==> config.mk <==
export PLATFORM = sky130hd
export DESIGN_NAME = tdsch_ram
export DESIGN_NICKNAME = d
export VERILOG_FILES = /design/src/sv/tdsch_ram.sv
export SDC_FILE = /design/constraint.sdc
export NUM_CORES = 1
export LEC_CHECK = 0
export BUFFER_PORTS_ARGS = -buffer_cell sky130_fd_sc_hd__buf_4
export CORE_MARGIN = 2
export CORE_UTILIZATION = 57
export CTS_CLUSTER_DIAMETER = 50
export CTS_CLUSTER_SIZE = 10
export DETAILED_ROUTE_END_ITERATION = 7
export PLACE_DENSITY = 0.7
export SYNTH_ARGS = -nofsm -noshare
export SYNTH_HDL_FRONTEND = slang
export SYNTH_SLANG_ARGS = --single-unit
==> constraint.sdc <==
create_clock -name clk_i -period 5.5 [get_ports clk_i]
set_clock_uncertainty 0.2 [all_clocks]
set_input_delay 1.65 -clock clk_i [delete_from_list [all_inputs] [get_ports clk_i]]
set_output_delay 1.65 -clock clk_i [all_outputs]
set_load 0.02 [all_outputs]
==> src/sv/tdsch_ram.sv <==
// Generic single-port RAM with registered read data.
module tdsch_ram #(
  parameter int unsigned Width = 8,
  parameter int unsigned Depth = 64
) (
  input  logic                     clk_i,
  input  logic                     we_i,
  input  logic [$clog2(Depth)-1:0] addr_i,
  input  logic [Width-1:0]         wdata_i,
  output logic [Width-1:0]         rdata_o
);

  logic [Width-1:0] mem_q [Depth];
  logic [Width-1:0] rdata_q;

  always_ff @(posedge clk_i) begin
    if (we_i) begin
      mem_q[addr_i] <= wdata_i;
    end
    rdata_q <= mem_q[addr_i];
  end

  assign rdata_o = rdata_q;

endmodule

# After elaboration in Yosys (flattened, before gate mapping)
# Memories as Yosys holds them, arrays and structs flattened. A register that Yosys moved wholly into a read port is not among the register bits.
# Index checks and enable logic that the tools add are counted.
# W data, S select, Z words.
[op_classes]
n_mux = 2
[op_table]
columns = ["cell", "count"]
rows = [
  ["$mux W1", 2],
]
[totals]
register_bits = 0
ramBits = 512
in_bits = 16
out_inout_bits = 8
word_cells = 3
n_memories = 1
[mem_list]
columns = ["memory", "words", "word_bits", "read_ports", "rd_clocked_by_memory_dff", "write_ports", "line", "text"]
rows = [
  ["mem_q", 64, 8, 1, 1, 1, "13", "logic [Width-1:0] mem_q [Depth];"],
]

# Logic depth before layout (Yosys ltp)
# Gate-level depths: netlist of run 1.
[depth]
word_depth = 2
mapped_depth = 10
depth_no_buf = 5

# Worst setup path after synthesis of run 1
# Ideal clock, no wire load.
[synth_timing]
path_type = "in2reg"
from = "input addr_i[1]"
to = "memory mem_q[13][0], enable pin"
setup_ns = 0.370
arrival_time_ns = 3.378
path_slack_ns = 1.551
cell_stages = 7
cell_sequence = "buf_6 > buf_6 > nor2b_1 > clkbuf_1 > clkbuf_1 > nand3_1 > nor2_1"
[synth_rtl]
columns = ["item", "line", "text"]
rows = [
  ["from (decl)", "8", "input logic [$clog2(Depth)-1:0] addr_i,"],
  ["to (decl)", "13", ""],
]
# Straight into the memory's write port.

==> metrics.cfg, run 1 <==
[placed_design]
place.gp.congestion = 0.909
numPortBuffers = 23
place_ws_ps = 815
place_hpwl_mm = 31.0

[clocking]
ctsHoldBuffers = 0
cts_made_buffers = 58
cts_tree = yes
insertion_delay_ps = 610
root_buffer = clkbuf_16
cts_setup_buffers = 0
cts.repair.resized = 0
cts_sinks = 520
clockBufferDepth = 3
cts-htree-levels = 2
clk_pin_slew_worst_paths_ps = 60

[min_path]
hold_end = rdata_o[2]
whs_path_depth = 3
hold_class = flip-flop to flip-flop
hp-start = mem_q[3][2]

[synth]
syn_avg_cell_area_um2 = 17.5
synth_edf_count = 512
synth_compound_area_share_pct = 8.08
yosysTopAreaCell = edfxtp_1
synth_cell_types = 56
synthMuxAreaShare_pct = 8.26
async_flop_share_pct = 0
synthFlopType = edfxtp_1
synth_top_family_by_area = multiplexers
synth_fp_nets = 1187
synth_top_cell_area_share_pct = 75.2
yosysMostFrequentCell = edfxtp_1
synth_common_cells = edfxtp_1 (512), nor2_1 (82), mux2i_1 (63), nand2_1 (45), mux4_2 (41)
ys.warnings.count = 0
syn_area_um2 = 20400
yosys-top-cells-area = edfxtp_1 (75%), mux4_2 (4.5%), mux2i_1 (3.1%)
yosys.area_share.simple_pct = 5.71
ys_seq_elements = 520
synthAdderAreaFrac_pct = 0
netlist_instances = 1171
synth_xor_area_share_pct = 0
seq_area_frac_synth_pct = 76.0

[flow_run]
drv_cap = 0

[die]
core_area_um2 = 35500
die_width_um = 193
placementRows = 69
die_area_um2 = 37400
die_height_um = 193
initial_core_util_pct = 57.6
ios = 24

[drt]
drc = 0
drt_iter0_drc = 1706
wirelength_mm = 50.8
viasPerCell = 6.66
detail_route.wl_per_cell_um = 29.1
detail_route.first_pass.iterations = 6
vias = 11700
ant_nets = 0

[finish]
seq_area_um2 = 15500
antennaDiodeCount = 0
fillers = 2409
nets = 1267
multi_input_comb_area_um2 = 4510
area_growth_syn_to_layout_pct = 12.7
drive_gt1_share_pct = 17.1

[critical_path]
worstPathRequired_ps = 5780
cpPeakStageDelay_ps = 640
timing.rr.start = mem_q[2][7]
ff2ff_setup_slack_ps = 2870
path_class = input pin to flip-flop
crit_family = multiplexers
crit_buf_inv = 1
critical_path_arrival_ps = 4360
timing.rr.end = rdata_o[7]
slowest_stage = buf_4
reg2reg_depth = 5
worstPathMaxFanout = 59
startpoint_type = input pin
end_kind = flip-flop
cp_cell_sequence = buf_4 > mux2_1 > mux4_2 > o21ai_1 > o2111ai_1 > or4b_1

[sta]
fmaxAchievable_mhz = 245
tightest_slew_ps = 999
setup_slack_ps = 1420
finalHoldViolations = 0
min_period_ps = 4080
fin_crit_sh_pct = 74.1
setup_tns_ps = 0
final-setup-viol-count = 0
rsz0062_at_grt = false
slew_viol_final = 0
slew_headroom_pct = 33.2

[global_route]
overflow = 0
grt_first_pass_wirelength_mm = 75.2
grt_start_max_net_pins = 65
grtUsageTotal_pct = 27.4
antenna_found_initial = 1
grt_pass1_vias = 11400

[status]
status = completed

[pwr]
power.density_nw_per_um2 = 359
p_leak_nw = 7.52
vdd_ir_drop_max_mv = 0.297

cell families (layout without fill, tap and decap cells):
family / after synthesis / in the layout
compound gates: 222 / 222
buf+inv: 84 / 202
flops: 520 / 520
mux: 116 / 116
simple gates: 229 / 229
worst reg2reg max path, stage by stage (launching register included):
cell and delay [ps]:
edfxtp_1 380, mux2_1 310, mux4_2 480, o21ai_1 450, o2111ai_1 180, or4b_1 530
layout by cell type, fill, tap and decap left out, drive strengths merged, types with 24 or more instances in the layout:
cell type,count
buf,101
mux4,41
nor2,82
mux2i,63
a22oi,40
nand2b,24
clkbuf,93
edfxtp,512
nand2,45
a21oi,28
registers in the layout, summed over array words and instances (netlist names):
name	flops
rdata_o	8
mem_q	512
how the worst max path moves through the flow:
| stage | startpoint | endpoint | depth (start not counted) |
|---|---|---|---|
| after floorplan | addr_i[1] | mem_q[13][0] | 7 |
| after global placement | addr_i[1] | rdata_o[7] | 6 |
| after detailed placement | addr_i[1] | rdata_o[7] | 6 |
| after CTS | addr_i[1] | rdata_o[7] | 6 |
| after global routing | addr_i[0] | rdata_o[5] | 7 |
| final | addr_i[1] | rdata_o[7] | 6 |
layout make-up:
class,instances,share of cell area [%]
Sequential cell,520,67.4
Multi-Input combinational cell,567,19.6
Clock buffer,93,6.96
Timing Repair Buffer,101,3.31
Tap cell,461,2.50
Clock inverter,5,0.190
Inverter,3,0.0489
stage by stage:
stage / total power [mW] / hold slack, ps / std cells / utilization (%) / instance area (um2)
after floorplan: 4.73 / 363 / 1171 / - / 20400
after global placement: 4.93 / 456 / 1652 / 60.3 / 21400
after detailed placement: 4.93 / 455 / 1652 / 60.3 / 21400
after CTS: 8.30 / 461 / 1750 / 64.9 / 23000
after global routing: 8.48 / 487 / 1750 / 64.9 / 23000
final: 8.27 / 455 / 1750 / 64.9 / 23000
metal layers:
metal | GRT usage, % | vias up | part of all wire, %
li1 | - | 4911 | -
met1 | 39.8 | 5913 | 40
met2 | 41.6 | 722 | 46
met3 | 5.58 | 115 | 11
met4 | 10.0 | 2 | 3.4
met5 | 0 | - | 0.024
power by group:
group,internal [mW],total [mW],switching (mW),leakage (nW)
logic,0.146,0.454,0.307,2.05
registers,4.39,4.41,0.0154,4.67
clock network,1.97,3.41,1.44,0.793
total,6.51,8.27,1.76,7.52
Power figures use the tool's default switching activity.
==> inputs of run 2 (changes only) <==
--- a/config.mk
+++ b/config.mk
@@ -5,6 +5,7 @@
 export SDC_FILE = /design/constraint.sdc
 export NUM_CORES = 1
 export LEC_CHECK = 0
+export ABC_AREA = 1
 export BUFFER_PORTS_ARGS = -buffer_cell sky130_fd_sc_hd__buf_4
 export CORE_MARGIN = 2
 export CORE_UTILIZATION = 57
==> constraint.sdc (replaced) <==
create_clock -name clk_i -period 3.8 [get_ports clk_i]
set_clock_uncertainty 0.2 [all_clocks]
set_input_delay 1.14 -clock clk_i [delete_from_list [all_inputs] [get_ports clk_i]]
set_output_delay 1.14 -clock clk_i [all_outputs]
set_load 0.02 [all_outputs]
==> metrics.cfg, run 2 <==
[critical_path]
slowest_stage = nor2_1
crit_start = addr_i[0]
path_class = input pin to flip-flop
cp_cell_sequence = clkbuf_8 > inv_6 > buf_12 > buf_12 > nand2_1 > nand2_1 > nand2_1 > nand2_1 > nand2_1 > nand2_1 > nand2_1 > nand2_1 > nor2_1 > nand2_1
crit_end = rdata_o[5]
timing.rr.end = rdata_o[5]
crit_path_frequent_cell = nand2_1
startpoint_type = input pin
worstPathMaxFanout = 48  ; -19%
crit_family = simple AND/OR/NAND/NOR gates
cpPeakStageDelay_ps = 360  ; -280 ps
reg2reg_depth = 10  ; +5
worstPathRequired_ps = 4060  ; -1720 ps
end_kind = flip-flop
crit_buf_inv = 4  ; +3
ff2ff_setup_slack_ps = 2020  ; -850 ps
timing.rr.start = mem_q[44][5]
critical_path_arrival_ps = 3220  ; -1140 ps
path_depth = 14  ; +8

[pwr]
power_mw = 12.2  ; +48%
clockPowerShare_pct = 41.6  ; +0.3 points
power_frac_comb_pct = 6.2  ; +0.7 points
power.density_nw_per_um2 = 493  ; +37%
switchingPower_mw = 2.69  ; +53%
p_leak_nw = 10.4  ; +39%
vdd_ir_drop_max_mv = 0.519  ; +74%
internal-power_mw = 9.51  ; +46%
pwr-share-seq_pct = 52.2  ; -1.1 points
netSwitchingFraction_pct = 22.1  ; +0.77 points

[synth]
synth_cell_types = 22  ; -61%
yosysTopAreaCell = edfxtp_1
ys_seq_elements = 520  ; unchanged
synth_edf_count = 512  ; unchanged
yosys-top-cells-area = edfxtp_1 (70%), nand2_1 (24%), nor2_1 (1.5%)
synth_fp_nets = 2183  ; +84%
synth_top_cell_area_share_pct = 69.7  ; -5.4 points
seq_area_frac_synth_pct = 70.5  ; -5.5 points
synth_common_cells = nand2_1 (1384), edfxtp_1 (512), nor2_1 (87), buf_2 (52), inv_1 (25)
syn_avg_cell_area_um2 = 10.2  ; -42%
netlist_instances = 2167  ; +85%
async_flop_share_pct = 0  ; unchanged
yosysMostFrequentCell = nand2_1
syn_area_um2 = 22000  ; +7.8%
synthFlopType = edfxtp_1
ys.warnings.count = 0  ; unchanged

[clocking]
cts_setup_buffers = 0  ; unchanged
insertion_delay_ps = 610  ; about the same
clockBufferDepth = 3  ; unchanged
cts_tree = yes
ctsHoldBuffers = 0  ; unchanged
cts.repair.resized = 0  ; unchanged
cts_sinks = 520  ; unchanged
cts_made_buffers = 59  ; +1.7%
root_buffer = clkbuf_16
clk_pin_slew_worst_paths_ps = 60  ; about the same
cts-htree-levels = 2  ; unchanged

[finish]
instances_no_fill = 2802  ; +60%
seq_area_um2 = 15500  ; unchanged
nets = 2257  ; +78%
top_register = mem_q
largest_reg_flops = 512  ; unchanged
multi_input_comb_area_um2 = 5810  ; +29%
fin_util_pct = 64.6  ; -0.37 points
layout_common_cells = nand2_1 (1384), edfxtp_1 (512), buf_4 (105)
fillers = 3006  ; +25%
area_growth_syn_to_layout_pct = 12.4
design_area_um2 = 24800  ; +7.5%
drive_gt1_share_pct = 8.63  ; -8.5 points
final_common_cell = nand2_1

[drt]
viasPerCell = 5.38  ; -19%
detail_route.first_pass.iterations = 6  ; unchanged
detail_route.wl_per_cell_um = 18.9  ; -35%
vias = 15100  ; +29%
wirelength_mm = 53.0  ; +4.2%
drt_iter0_drc = 1436  ; -16%
drc = 0  ; unchanged
ant_nets = 0  ; unchanged

[status]
status = completed

[min_path]
hold_class = flip-flop to flip-flop
hp-start = mem_q[23][6]

[die]
die_width_um = 201  ; +3.7%
initial_core_util_pct = 57.4  ; -0.19 points
die_height_um = 201  ; +3.7%
placementRows = 72  ; +4.3%
core_area_um2 = 38400  ; +8.2%
ios = 24  ; unchanged
die_area_um2 = 40300  ; +7.6%

[placed_design]
place_ws_ps = 316  ; -499 ps
place_inst = 2698  ; +63%
place_hpwl_mm = 30.5  ; -1.5%
place.gp.congestion = 0.861  ; -5.3%
numPortBuffers = 23  ; unchanged
placed_area_um2 = 23100  ; +7.9%

[global_route]
grt_first_pass_wirelength_mm = 83.0  ; +10%
grt_pass1_vias = 14700  ; +29%
grtUsageTotal_pct = 26.9  ; -0.47 points
overflow = 0  ; unchanged
grt_start_max_net_pins = 90  ; +38%
antenna_found_initial = 1  ; unchanged

[sta]
slew_viol_final = 0  ; unchanged
slew_headroom_pct = 43.7  ; +10 points
fmaxAchievable_mhz = 338
tightest_slew_ps = 845  ; -154 ps
setup_slack_ps = 844  ; -580 ps
hold_ws_ps = 564  ; +110 ps
fin_crit_sh_pct = 77.8
min_period_ps = 2960
final-setup-viol-count = 0  ; unchanged
setup_tns_ps = 0  ; unchanged
rsz0062_at_grt = false
finalHoldViolations = 0  ; unchanged

[flow_run]
drv_cap = 0  ; unchanged

run 2: cell types whose count changed after synthesis, moves of 24 or more:
cell / delta
mux4_2: -41
a22oi_1: -40
mux2i_1: -63
nand2_1: +1339
a21oi_1: -28
nand2b_1: -24
run 2: logic make-up (layout without fill, tap and decap cells):
| kind of cell | count (synthesis) | count (layout) | synth area share, % |
|---|---|---|---|
| AOI/OAI and AO/OA | 12 | 12 | 0.329 |
| buffers and inverters | 131 | 247 | 3.16 |
| DFF | 520 | 520 | 70.5 |
| other | 0 | 1 | 0 |
| and+or+nand+nor | 1504 | 1504 | 26.0 |
run 2: layout make-up:
class                      count  share of cell area [%]
clock buffer                  99                    6.78
antenna                        1                  0.0101
clock inverter                 4                  0.0909
tap                          518                    2.62
inverter                      30                   0.480
multi-input combinational   1516                    23.5
sequential                   520                    62.7
timing repair buffer         114                    3.88
run 2: per-layer routing:
metal	up-vias	global-route usage (%)	wire, um
met2	611	43.4	25200
met4	0	8.04	1280
li1	7139	-	-
met1	7215	38.0	22100
met5	-	0	0
met3	99	4.74	4330
run 2: worst min path at each step:
stage                            end  slack [ps]  cells after the start
final                     rdata_o[6]         560                      6
after detailed placement  rdata_o[6]         510                      6
after global placement    rdata_o[6]         510                      6
after floorplan           rdata_o[6]         400                      6
after CTS                 rdata_o[6]         530                      6
after global routing      rdata_o[6]         620                      6
run 2: power by group through the flow:
stage	Clock (mW)	Sequential, mW	Combinational, mW
floorplan	0	6.50	0.433
global placement	0	6.49	0.742
detailed placement	0	6.49	0.754
CTS	5.13	6.37	0.758
global route	5.37	6.37	0.840
finish	5.08	6.37	0.758
run 2: worst reg2reg max path: stages (launching register included):
cell      delay [ps]
edfxtp_1         360
nand2_1           80
nand2_1           50
nand2_1           70
nand2_1           60
nand2_1           80
nand2_1          100
nand2_1          100
nand2_1           50
nor2_1           360
nand2_1          140
